## src/hw/rtl/lphs_pkg.sv

```systemverilog
// ----------------------------------------------------------------------------
// lphs_pkg
// Shared types and defaults for the linear-probe hash set.
// ----------------------------------------------------------------------------
package lphs_pkg;

  // default geometry
  localparam int DEF_SLOTS    = 64;
  localparam int DEF_KEY_BITS = 31;
  // capacity register value after reset, clamped to SLOTS
  localparam int CAP_RESET    = 64;

  typedef enum logic [1:0] {
    OP_SEARCH = 2'd0,
    OP_INSERT = 2'd1,
    OP_REMOVE = 2'd2,
    OP_CLEAR  = 2'd3
  } kind_t;

endpackage

```

## src/hw/rtl/linear_probe_hash_set_unit.sv

```systemverilog
// ----------------------------------------------------------------------------
// linear_probe_hash_set_unit
// Set of keys in an open-addressed table with linear probing and tombstones.
// ----------------------------------------------------------------------------
// A request is accepted, then the bit-serial remainder unit finds its home
// slot (key mod capacity), then slots are probed in turn from home, up to
// capacity probes, and the reply is posted; the reply waits only while an
// earlier reply is still held on the output. An insert into a full table
// skips the remainder unit and the probe and goes straight to the reply. A
// clear sweeps every one of the SLOTS memory rows, one a cycle. After reset
// the same sweep runs and no request is accepted meanwhile; capacity writes
// are taken at any time. The slot memory has one read and one write port;
// probing issues one read per cycle.
// ----------------------------------------------------------------------------
module linear_probe_hash_set_unit
  import lphs_pkg::*;
#(
  parameter int SLOTS    = DEF_SLOTS,
  parameter int KEY_BITS = DEF_KEY_BITS,
  localparam int SLOT_BITS = $clog2(SLOTS),
  localparam int CAP_BITS  = $clog2(SLOTS + 1),
  localparam int KEY_W     = ((KEY_BITS + 7) / 8) * 8,
  localparam int OUT_W     = ((1 + SLOT_BITS + CAP_BITS + 7) / 8) * 8
) (
  input  logic                clk,
  input  logic                rst,
  input  logic                cfg_wen,
  input  logic [CAP_BITS-1:0] cfg_wdata,   // capacity
  input  logic                s_tvalid,
  output logic                s_tready,
  input  logic [KEY_W-1:0]    s_tdata,     // key
  input  logic [1:0]          s_tuser,     // kind
  output logic                m_tvalid,
  input  logic                m_tready,
  output logic [OUT_W-1:0]    m_tdata      // ok, slot, entries
);

  localparam int WORD_BITS = KEY_BITS + 2;
  localparam int CAP_INIT  = (CAP_RESET > SLOTS) ? SLOTS : CAP_RESET;
  localparam int AW1       = SLOT_BITS + 1;

  typedef enum logic [4:0] {
    ST_CLEAR = 5'b00001,
    ST_IDLE  = 5'b00010,
    ST_MOD   = 5'b00100,
    ST_PROBE = 5'b01000,
    ST_DONE  = 5'b10000
  } state_t;

  state_t               state;
  logic [CAP_BITS-1:0]  cap;
  logic [CAP_BITS-1:0]  count;
  kind_t                kind;
  logic [KEY_BITS-1:0]  key;
  logic [SLOT_BITS-1:0] addr;
  logic [CAP_BITS-1:0]  probe_cnt;
  logic                 free_found;
  logic [SLOT_BITS-1:0] free_slot;
  logic [SLOT_BITS-1:0] clr_addr;
  logic                 clr_reply;
  logic                 res_ok;
  logic [SLOT_BITS-1:0] res_slot;

  logic                 accept;
  kind_t                in_kind;
  logic [KEY_BITS-1:0]  in_key;
  logic                 in_full;
  logic                 mod_start;
  logic                 mod_done;
  logic [SLOT_BITS-1:0] mod_rem;

  logic                 wr_en;
  logic [SLOT_BITS-1:0] wr_addr;
  logic [WORD_BITS-1:0] wr_word;
  logic [SLOT_BITS-1:0] rd_addr;
  logic [WORD_BITS-1:0] rd_word;

  logic                 rd_used;
  logic                 rd_occ;
  logic [KEY_BITS-1:0]  rd_key;
  logic                 hit;
  logic                 last;
  logic                 stop;
  logic                 cand_ok;
  logic [SLOT_BITS-1:0] cand;
  logic [AW1-1:0]       addr_p1;
  logic [SLOT_BITS-1:0] addr_wrap;
  logic                 probe_ok;
  logic [SLOT_BITS-1:0] probe_slot;
  logic [CAP_BITS-1:0]  count_next;
  logic [CAP_BITS-1:0]  cap_next;

  assign s_tready = (state == ST_IDLE);
  assign accept   = s_tvalid && s_tready;
  assign in_kind  = kind_t'(s_tuser);
  assign in_key   = s_tdata[KEY_BITS-1:0];
  assign in_full  = (count >= cap);

  assign mod_start = accept && (in_kind != OP_CLEAR) &&
                     !((in_kind == OP_INSERT) && in_full);

  // clamp capacity into 1..SLOTS on write
  always_comb begin
    if (cfg_wdata == '0) begin
      cap_next = CAP_BITS'(1);
    end else if (cfg_wdata > CAP_BITS'(SLOTS)) begin
      cap_next = CAP_BITS'(SLOTS);
    end else begin
      cap_next = cfg_wdata;
    end
  end

  lphs_mod_unit #(
    .KEY_BITS  (KEY_BITS),
    .CAP_BITS  (CAP_BITS),
    .SLOT_BITS (SLOT_BITS)
  ) u_mod (
    .clk   (clk),
    .rst   (rst),
    .start (mod_start),
    .key   (in_key),
    .cap   (cap),
    .done  (mod_done),
    .rem   (mod_rem)
  );

  lphs_table #(
    .DEPTH     (SLOTS),
    .ADDR_BITS (SLOT_BITS),
    .WORD_BITS (WORD_BITS)
  ) u_table (
    .clk     (clk),
    .wr_en   (wr_en),
    .wr_addr (wr_addr),
    .wr_data (wr_word),
    .rd_addr (rd_addr),
    .rd_data (rd_word)
  );

  // word layout: {used, occupied, key}
  assign rd_used = rd_word[KEY_BITS+1];
  assign rd_occ  = rd_word[KEY_BITS];
  assign rd_key  = rd_word[KEY_BITS-1:0];

  assign addr_p1   = {1'b0, addr} + 1'b1;
  assign addr_wrap = (addr_p1 >= AW1'(cap)) ? '0 : addr_p1[SLOT_BITS-1:0];

  assign hit     = rd_occ && (rd_key == key);
  assign last    = ((probe_cnt + 1'b1) == cap);
  assign stop    = hit || !rd_used || last;
  // first unoccupied slot seen from home, tombstone or empty
  assign cand_ok = free_found || !rd_occ;
  assign cand    = free_found ? free_slot : addr;

  always_comb begin
    wr_en      = 1'b0;
    wr_addr    = addr;
    wr_word    = '0;
    probe_ok   = 1'b0;
    probe_slot = '0;
    count_next = count;
    // read the slot that the next probe cycle examines
    rd_addr    = (state == ST_MOD) ? mod_rem : addr_wrap;
    if (state == ST_CLEAR) begin
      wr_en   = 1'b1;
      wr_addr = clr_addr;
    end else if (state == ST_PROBE && stop) begin
      case (kind)
        OP_SEARCH: begin
          probe_ok   = hit;
          probe_slot = hit ? addr : '0;
        end
        OP_REMOVE: begin
          if (hit) begin
            probe_ok   = 1'b1;
            probe_slot = addr;
            wr_en      = 1'b1;
            wr_word    = {1'b1, 1'b0, rd_key};
            if (count != '0) begin
              count_next = count - 1'b1;
            end
          end
        end
        OP_INSERT: begin
          if (!hit && cand_ok) begin
            probe_ok   = 1'b1;
            probe_slot = cand;
            wr_en      = 1'b1;
            wr_addr    = cand;
            wr_word    = {1'b1, 1'b1, key};
            count_next = count + 1'b1;
          end
        end
        default: begin
          probe_ok = 1'b0;
        end
      endcase
    end
  end

  always_ff @(posedge clk) begin
    if (rst) begin
      state     <= ST_CLEAR;
      clr_addr  <= '0;
      clr_reply <= 1'b0;
      count     <= '0;
      cap       <= CAP_BITS'(CAP_INIT);
      m_tvalid  <= 1'b0;
    end else begin
      if (cfg_wen) begin
        cap <= cap_next;
      end
      // drop a taken reply unless the next one is loaded below
      if (m_tready && state != ST_DONE) begin
        m_tvalid <= 1'b0;
      end
      case (state)
        ST_CLEAR: begin
          clr_addr <= clr_addr + 1'b1;
          if (clr_addr == SLOT_BITS'(SLOTS - 1)) begin
            clr_addr <= '0;
            if (clr_reply) begin
              res_ok   <= 1'b1;
              res_slot <= '0;
              state    <= ST_DONE;
            end else begin
              state <= ST_IDLE;
            end
          end
        end
        ST_IDLE: begin
          if (accept) begin
            kind <= in_kind;
            key  <= in_key;
            if (in_kind == OP_CLEAR) begin
              count     <= '0;
              clr_addr  <= '0;
              clr_reply <= 1'b1;
              state     <= ST_CLEAR;
            end else if (in_kind == OP_INSERT && in_full) begin
              res_ok   <= 1'b0;
              res_slot <= '0;
              state    <= ST_DONE;
            end else begin
              state <= ST_MOD;
            end
          end
        end
        ST_MOD: begin
          if (mod_done) begin
            addr       <= mod_rem;
            probe_cnt  <= '0;
            free_found <= 1'b0;
            state      <= ST_PROBE;
          end
        end
        ST_PROBE: begin
          if (stop) begin
            res_ok   <= probe_ok;
            res_slot <= probe_slot;
            count    <= count_next;
            state    <= ST_DONE;
          end else begin
            if (!free_found && !rd_occ) begin
              free_found <= 1'b1;
              free_slot  <= addr;
            end
            addr      <= addr_wrap;
            probe_cnt <= probe_cnt + 1'b1;
          end
        end
        ST_DONE: begin
          // hold the reply until the output register is free
          if (!m_tvalid || m_tready) begin
            m_tvalid <= 1'b1;
            m_tdata  <= OUT_W'({count, res_slot, res_ok});
            state    <= ST_IDLE;
          end
        end
        default: begin
          state <= ST_IDLE;
        end
      endcase
    end
  end

endmodule

```

## src/hw/rtl/lphs_mod_unit.sv

```systemverilog
// ----------------------------------------------------------------------------
// lphs_mod_unit
// Bit-serial remainder unit: key mod capacity, one key bit per cycle.
// ----------------------------------------------------------------------------
module lphs_mod_unit #(
  parameter int KEY_BITS  = 31,
  parameter int CAP_BITS  = 7,
  parameter int SLOT_BITS = 6
) (
  input  logic                 clk,
  input  logic                 rst,
  input  logic                 start,
  input  logic [KEY_BITS-1:0]  key,
  input  logic [CAP_BITS-1:0]  cap,
  output logic                 done,
  output logic [SLOT_BITS-1:0] rem
);

  localparam int CNT_BITS = $clog2(KEY_BITS + 1);

  logic                busy;
  logic [CNT_BITS-1:0] cnt;
  logic [KEY_BITS-1:0] shreg;
  logic [CAP_BITS-1:0] acc;
  logic [CAP_BITS:0]   trial;
  logic [CAP_BITS:0]   diff;
  logic [CAP_BITS-1:0] acc_next;

  // one restoring step: shift in the next key bit, subtract when it fits
  always_comb begin
    trial = {acc, shreg[KEY_BITS-1]};
    diff  = trial - {1'b0, cap};
    if (trial >= {1'b0, cap}) begin
      acc_next = diff[CAP_BITS-1:0];
    end else begin
      acc_next = trial[CAP_BITS-1:0];
    end
  end

  always_ff @(posedge clk) begin
    if (rst) begin
      busy <= 1'b0;
      done <= 1'b0;
      cnt  <= '0;
    end else begin
      done <= 1'b0;
      if (start) begin
        busy <= 1'b1;
        cnt  <= CNT_BITS'(KEY_BITS);
      end else if (busy) begin
        cnt <= cnt - 1'b1;
        if (cnt == CNT_BITS'(1)) begin
          busy <= 1'b0;
          done <= 1'b1;
        end
      end
    end
  end

  always_ff @(posedge clk) begin
    if (start) begin
      shreg <= key;
      acc   <= '0;
    end else if (busy) begin
      shreg <= {shreg[KEY_BITS-2:0], 1'b0};
      acc   <= acc_next;
    end
  end

  // remainder is below capacity, so it fits a slot index
  assign rem = acc[SLOT_BITS-1:0];

endmodule

```

## src/hw/rtl/lphs_table.sv

```systemverilog
// ----------------------------------------------------------------------------
// lphs_table
// Slot memory: one write port, one read port with registered read data.
// ----------------------------------------------------------------------------
module lphs_table #(
  parameter int DEPTH      = 64,
  parameter int ADDR_BITS  = 6,
  parameter int WORD_BITS  = 33
) (
  input  logic                 clk,
  input  logic                 wr_en,
  input  logic [ADDR_BITS-1:0] wr_addr,
  input  logic [WORD_BITS-1:0] wr_data,
  input  logic [ADDR_BITS-1:0] rd_addr,
  output logic [WORD_BITS-1:0] rd_data
);

  logic [WORD_BITS-1:0] mem [DEPTH];

  always_ff @(posedge clk) begin
    if (wr_en) begin
      mem[wr_addr] <= wr_data;
    end
  end

  always_ff @(posedge clk) begin
    rd_data <= mem[rd_addr];
  end

endmodule
```

## config.mk

```make
export PLATFORM = sky130hd
export DESIGN_NAME = linear_probe_hash_set_unit
export DESIGN_NICKNAME = d
export VERILOG_FILES = /design/src/hw/rtl/lphs_pkg.sv /design/src/hw/rtl/linear_probe_hash_set_unit.sv /design/src/hw/rtl/lphs_mod_unit.sv /design/src/hw/rtl/lphs_table.sv
export SDC_FILE = /design/constraint.sdc
export NUM_CORES = 2
export LEC_CHECK = 0
export BUFFER_PORTS_ARGS = -buffer_cell sky130_fd_sc_hd__buf_2
export CORE_UTILIZATION = 45
export DETAILED_ROUTE_END_ITERATION = 10
export PLACE_DENSITY = 0.65
export REMOVE_ABC_BUFFERS = 1
export SYNTH_ARGS = -nofsm -noshare
export SYNTH_HDL_FRONTEND = slang
export SYNTH_SLANG_ARGS = --single-unit
```

## constraint.sdc

```tcl
create_clock -name clk -period 6.3 [get_ports clk]
set_input_delay 0.315 -clock clk [delete_from_list [all_inputs] [get_ports clk]]
set_output_delay 0.315 -clock clk [all_outputs]
set_load 0.1 [all_outputs]
```

== Word level (Yosys, flattened, before mapping) ==
Memory sizes are Yosys's and may differ from the RTL's. A register that Yosys moved wholly into a read port is not among the register bits.
Index checks and enable logic that the tools add are counted.

* Memory bits (writable): 2112
* Bits in registers: 146
* Word-level logic and storage cells: 192
* Memories kept: 1

{| class="wikitable"
|+ Memory list
! memory !! words !! width !! read ports !! clocked after Yosys merged registers in !! write ports !! RTL line !! source
|-
| u_table.mem || 64 || 33 || 1 || 1 || 1 || lphs_table.sv:18 || <nowiki>logic [WORD_BITS-1:0] mem [DEPTH];</nowiki>
|}

* Bitwise operators: 3
* Reduce and logical (&&, ||, !) cells: 39
* Equality and inequality tests: 32
* Magnitude comparators: 4
* Add/subtract/negate cells: 7
* Muxes and demuxes: 86

{| class="wikitable"
|+ Operators with widths
! cell !! count
|-
| $mux 33 || 4
|-
| $mux 6 || 21
|-
| $mux 7 || 13
|-
| $pmux 33 s2 || 1
|-
| $mux 31 || 2
|-
| $mux 5 || 10
|-
| $pmux 7 s2 || 3
|-
| $pmux 6 s2 || 3
|-
| $eq 31x31->1 || 1
|-
| $pmux 5 s5 || 1
|-
| $mux 1 || 23
|-
| $pmux 6 s3 || 1
|-
| $add 7x1->7 const B || 2
|-
| $ge 7x7->1 || 2
|-
| $ne 2x1->1 const B || 7
|-
| $ne 2x2->1 const B || 7
|-
| $reduce_and 3->1 || 4
|-
| $eq 5x1->1 const B || 2
|-
| $reduce_and 10->1 || 1
|-
| $reduce_and 5->1 || 2
|-
| $logic_and 1x1->1 || 9
|-
| $ne 3x3->1 const B || 3
|-
| $ge 8x7->1 || 1
|-
| $reduce_and 4->1 || 2
|-
| 29 further kinds || 46
|}

== Longest topological paths before layout ==
* Word-level depth: 10
* Depth in mapped cells: 20

== Modules after synthesis ==
From an unflattened synthesis, not the netlist that was laid out.

* Cells, all modules: 4353
* Area, all modules: 89061.7 µm²

{| class="wikitable"
|+ By module, submodules not included
! module !! seq. area each (µm²) !! area an instance (µm²) !! cells an instance !! times used
|-
| lphs_table || 64081.5 || 81094.0 || 3610 || 1
|-
| linear_probe_hash_set_unit || 2762.6 || 5615.4 || 542 || 1
|-
| lphs_mod_unit || 1211.2 || 2352.3 || 201 || 1
|}

== Worst setup path before layout ==
Ideal clock, no wire load.

* Path kind: flip-flop to flip-flop
* Start: reg probe_cnt[0]
* End: mem u_table.mem[34][0], enable pin
* Period minus slack after synthesis: 5.351 ns
* Arrival time: 4.887 ns
* Cell stages (with the launch flop): 11
* Slack: 0.949 ns
* Library setup time: 0.464 ns
* Buffers on the path: 0
* Path through: edfxtp_1 -> ha_1 -> xnor2_1 -> xnor2_1 -> nor4_1 -> and3_1 -> o211a_2 -> mux2_2 -> a211oi_1 -> nand2_1 -> nor3_1

* Longest elaborated chain between the ends: 8
* Elaborated cells between the ends (all ways): 10
* Those cells by class: 1 x add/sub; 1 x eq/ne; 6 x mux; 2 x reduce/logical

{| class="wikitable"
|+ Ends and longest elaborated chain
! what !! RTL line !! source
|-
| start: declaration || linear_probe_hash_set_unit.sv:56 || <nowiki>logic [CAP_BITS-1:0] probe_cnt;</nowiki>
|-
| start signal: assignment || linear_probe_hash_set_unit.sv:269 || <nowiki>probe_cnt <= probe_cnt + 1'b1;</nowiki>
|-
| $add 7x1->7 * || linear_probe_hash_set_unit.sv:149 || <nowiki>assign last = ((probe_cnt + 1'b1) == cap);</nowiki>
|-
| $eq 7x7->1 * || linear_probe_hash_set_unit.sv:149 ||
|-
| $logic_or 1x1->1 * || linear_probe_hash_set_unit.sv:150 || <nowiki>assign stop = hit || !rd_used || last;</nowiki>
|-
| $logic_and 1x1->1 * || linear_probe_hash_set_unit.sv:167 || <nowiki>end else if (state == ST_PROBE && stop) begin</nowiki>
|-
| $mux 1 || linear_probe_hash_set_unit.sv:167 ||
|-
| $mux 1 || linear_probe_hash_set_unit.sv:164 || <nowiki>if (state == ST_CLEAR) begin</nowiki>
|-
| $mux 1 || lphs_table.sv:21 || <nowiki>if (wr_en) begin</nowiki>
|-
| $mux 1 (not written as such) || lphs_table.sv:22 || <nowiki>mem[wr_addr] <= wr_data;</nowiki>
|-
| end: declaration || lphs_table.sv:18 ||
|}

Every way passes the cells marked *; elsewhere a longest branch is shown, timed or not.

== Worst setup path after layout ==
* Start: reg addr[0]
* End: reg u_table.rd_data[24] (read register of u_table.mem)

* Longest elaborated chain between the ends: 4

{| class="wikitable"
|+ Ends and longest elaborated chain
! what !! RTL line !! source
|-
| start: declaration || linear_probe_hash_set_unit.sv:55 || <nowiki>logic [SLOT_BITS-1:0] addr;</nowiki>
|-
| start signal: assignment || linear_probe_hash_set_unit.sv:251 || <nowiki>addr <= mod_rem;</nowiki>
|-
| start signal: assignment || linear_probe_hash_set_unit.sv:268 || <nowiki>addr <= addr_wrap;</nowiki>
|-
| $add 6x1->7 * || linear_probe_hash_set_unit.sv:145 || <nowiki>assign addr_p1 = {1'b0, addr} + 1'b1;</nowiki>
|-
| $ge 7x7->1 || linear_probe_hash_set_unit.sv:146 || <nowiki>assign addr_wrap = (addr_p1 >= AW1'(cap)) ? '0 : addr_p1[SLOT_BITS-1:0];</nowiki>
|-
| $mux 6 * || linear_probe_hash_set_unit.sv:146 ||
|-
| $mux 6 * || linear_probe_hash_set_unit.sv:163 || <nowiki>rd_addr = (state == ST_MOD) ? mod_rem : addr_wrap;</nowiki>
|-
| end: declaration || lphs_table.sv:15 || <nowiki>output logic [WORD_BITS-1:0] rd_data</nowiki>
|}

Marked as above.
A chain may end at the register's enable or synchronous reset.

==> results_dict.tcl <==
set metrics [dict create \
    status "finished, final reports clean" \
    skew_ps 94.0 \
    timing_worst_slew_pin_value_ps 1370 \
    synth_top_family_by_area "simple AND/OR/NAND/NOR gates" \
    seqCellArea_sq_um 68100 \
    met1_routed_wirelength_after_detailed_routing_um 106000 \
    post-route-period-util 0.920 \
    syn-mean-instance-area_sq_um 14.0 \
    initial_utilization 0.453 \
    ys_types 87 \
    synthDominantCellAreaShare 0.725 \
    vias 60200 \
    synth-edff-count 2217 \
    totalNegativeSetupSlack_ps 0 \
    synth_compound_gate_area_share 0.0716 \
    critical_path.max_fanout 24 \
    yosys_register_bits 2291 \
    min_period_ps 5800 \
    drc_markers 0 \
    antenna_violating_nets_post_route 0 \
    crit_arrival_ps 6610 \
    yosysSeqAreaShare 0.741 \
    die_height_um 454 \
    highest_layer "met5" \
    layout_setup_ws_ps 503 \
    hold_path_class "in2reg" \
    route.final.wire_length_um 290000 \
    dp_slack_ps 506 \
    post_drt_wl_per_cell_um 29.9 \
    clkSinkCount 2291 \
    fp.coreArea_sq_um 203000 \
    crit_path_launch_type "register" \
    drv_slew 0 \
    wl_met3_um 32600 \
    areaGrowthSynthToFinish_pct 15.5 \
    synthTopCellsByCount "sky130_fd_sc_hd__edfxtp_1, sky130_fd_sc_hd__nand2_1, sky130_fd_sc_hd__nand3_1, sky130_fd_sc_hd__a21oi_1, sky130_fd_sc_hd__mux2i_1" \
    vdd_ir_drop_max_mv 0.487 \
    hold_viol 0 \
    nets 6901 \
    multiInputGateArea_sq_um 22600 \
    rows 165 \
    synthesis.area_sq_um 91800 \
    drv.max_cap_violation_count 0 \
    die_width_um 454 \
    ctsRootBufferMaster "sky130_fd_sc_hd__clkbuf_16" \
    layout.core_utilization 0.524 \
    synth_top_cells_by_area "sky130_fd_sc_hd__edfxtp_1, sky130_fd_sc_hd__nand2_1, sky130_fd_sc_hd__mux2i_1" \
    clk_path_buf_depth 3 \
    yosys-mux-area-fraction 0.0387 \
    detailroute.wirelength.met2_um 135000 \
    worst_slew_margin_rel 0.0863 \
    routabilityCongestion 0.927 \
    h-tree-depth 4 \
    ys_async_rst_share 0 \
    synthesis.instances 6544 \
    grt_antenna_before_repair 30 \
    finalSetupViolCount 0 \
    fmaxAchievable_ghz 0.172 \
    worst-setup-path-type "reg2reg" \
    nFillCells 16300 \
    port_buffers 60 \
    hold_ws_ps 149 \
    synth_top_cell_by_area "sky130_fd_sc_hd__edfxtp_1" \
    worstSkewPairLatency_ps 900 \
    die_area_sq_um 206000 \
    leakage_uw 0.0345 \
    grt_pass1_vias 56700 \
    all_layer_global_routing_usage 0.278 \
    grt-ovfl-total 0 \
    synth-main-ff-cell "sky130_fd_sc_hd__edfxtp_1" \
    detailed_router_s_first_iteration_violation_count 8988 \
    cts_buffers 222 \
    timing.critical_path.to_type "register" \
    yosys.cell_count.top_type "sky130_fd_sc_hd__edfxtp_1" \
    ios 64 \
    rsz0062_at_grt "false" \
    final_layout_size_suffix_gt1_frac 0.130 \
    grt_first_pass_wirelength_um 409000 \
    synthXorXnorAreaFrac 0.00616 \
    synth_adder_area_share 0.00520 \
    clk_pin_slew_worst_paths_ps 60 \
    fin_total_pwr_uw 36600 \
    cts.repair.resized 0 \
    cts_tree "built" \
    number_of_search_and_repair_iterations_in_the_first_detailed_routing_pass 6 \
    crit_required_ps 7110 \
    synthesis.yosys.warnings 0 \
    via_per_inst 6.21 \
    powerDensity_nw_per_um2 345 \
    grt_start_max_net_pins 79 \
    synth-simple-area-share 0.114 \
    dp_hpwl_um 170000 \
]
==> metal layers <==
layer / vias to the layer above / global-route usage
met5: - / 0
met4: 14 / 0.141
met3: 692 / 0.0601
met2: 3772 / 0.439
met1: 30300 / 0.361
li1: 25500 / -
==> layout make-up <==
class / instances / share of cell area
diodes: 20 / 0.000472
multi-input cells: 3815 / 0.213
clock inverters: 103 / 0.0107
flip-flops and latches: 2291 / 0.642
clock buffers: 313 / 0.0580
well taps: 2672 / 0.0315
repair buffers: 460 / 0.0437
inverters: 28 / 0.000991
==> flip-flops by register name, summed over array words and instances (netlist names), 6 cells and up <==
| register | flops |
|---|---|
| cap | 7 |
| res_slot | 6 |
| addr | 6 |
| free_slot | 6 |
| u_table.rd_data | 33 |
| key | 31 |
| u_mod.shreg | 31 |
| clr_addr | 6 |
| m_tdata | 14 |
| u_table.mem | 2112 |
| count | 7 |
| u_mod.acc | 7 |
| probe_cnt | 7 |
==> cells in the final DEF, fill, tap and decap left out, drive strengths merged, types with 35 or more instances in the layout <==
cell | synthesis | routed
clkbuf | 165 | 313
nor3 | 75 | 75
xor2 | 41 | 41
nor4 | 51 | 51
mux2i | 317 | 317
a31oi | 88 | 88
nand2 | 1425 | 1425
dlygate4sd3 | 0 | 52
buf | 246 | 408
a32oi | 45 | 45
nand3 | 503 | 503
a21oi | 338 | 338
clkinv | 0 | 76
a22oi | 44 | 44
nor2 | 176 | 176
dfxtp | 74 | 74
edfxtp | 2217 | 2217
o21ai | 43 | 43
a221oi | 173 | 173
ha | 35 | 35
nand4 | 79 | 79
==> critical path, stage by stage (launching register included) <==
cell	delay [ps]
sky130_fd_sc_hd__edfxtp_1	540
sky130_fd_sc_hd__ha_1	310
sky130_fd_sc_hd__xnor2_1	370
sky130_fd_sc_hd__inv_1	200
sky130_fd_sc_hd__ha_1	340
sky130_fd_sc_hd__a21o_1	160
sky130_fd_sc_hd__a31oi_1	260
sky130_fd_sc_hd__o21a_1	660
sky130_fd_sc_hd__a21oi_4	180
sky130_fd_sc_hd__buf_12	230
sky130_fd_sc_hd__buf_4	280
sky130_fd_sc_hd__buf_4	250
sky130_fd_sc_hd__mux2i_1	130
sky130_fd_sc_hd__a221oi_1	620
sky130_fd_sc_hd__a31oi_1	200
sky130_fd_sc_hd__o32ai_1	490
sky130_fd_sc_hd__buf_4	260
sky130_fd_sc_hd__or4_1	220
==> kinds of logic after synthesis <==
| group | after synthesis |
|---|---|
| and+or+nand+nor | 2418 |
| DFF | 2291 |
| AOI/OAI and AO/OA | 948 |
| buffers and inverters | 439 |
| muxes | 351 |
| xor gates and xnor gates | 59 |
| adders and majority gates | 37 |
| other | 1 |
==> what timing repair did <==
action	CTS	global route
endpoints found under the hold margin	93	0
setup buffers	0	0
hold buffers	52	0
==> worst paths after layout <==
| check | startpoint | to | slack, ps | depth (start not counted) |
|---|---|---|---|---|
| setup / recovery | addr[0]$_DFFE_PP_ | u_table.rd_data[24]$_DFF_P_ | 500 | 17 |
| hold / removal | s_tdata[1] | key[1]$_DFFE_PP_ | 150 | 2 |
| setup reg to reg | addr[0]$_DFFE_PP_ | u_table.rd_data[24]$_DFF_P_ | 500 | 17 |
| hold reg to reg | res_slot[2]$_SDFFCE_PN0P_ | m_tdata[3]$_DFFE_PP_ | 420 | 0 |
==> metrics by stage <==
step,instances,area (sq um)
finish,9702,106000
global route,9687,106000
CTS,9681,106000
detailed placement,9213,98200
global placement,9213,98200
floorplan,6134,89800
==> power by group <==
part	total, uW	switching (uW)	leakage (uW)	internal, uW
clock	13300	5820	0.00353	7440
sequential	18800	442	0.0177	18300
combinational	4560	3410	0.0133	1150
total	36600	9670	0.0345	26900
Note: power is estimated with default switching activity, not from simulation.
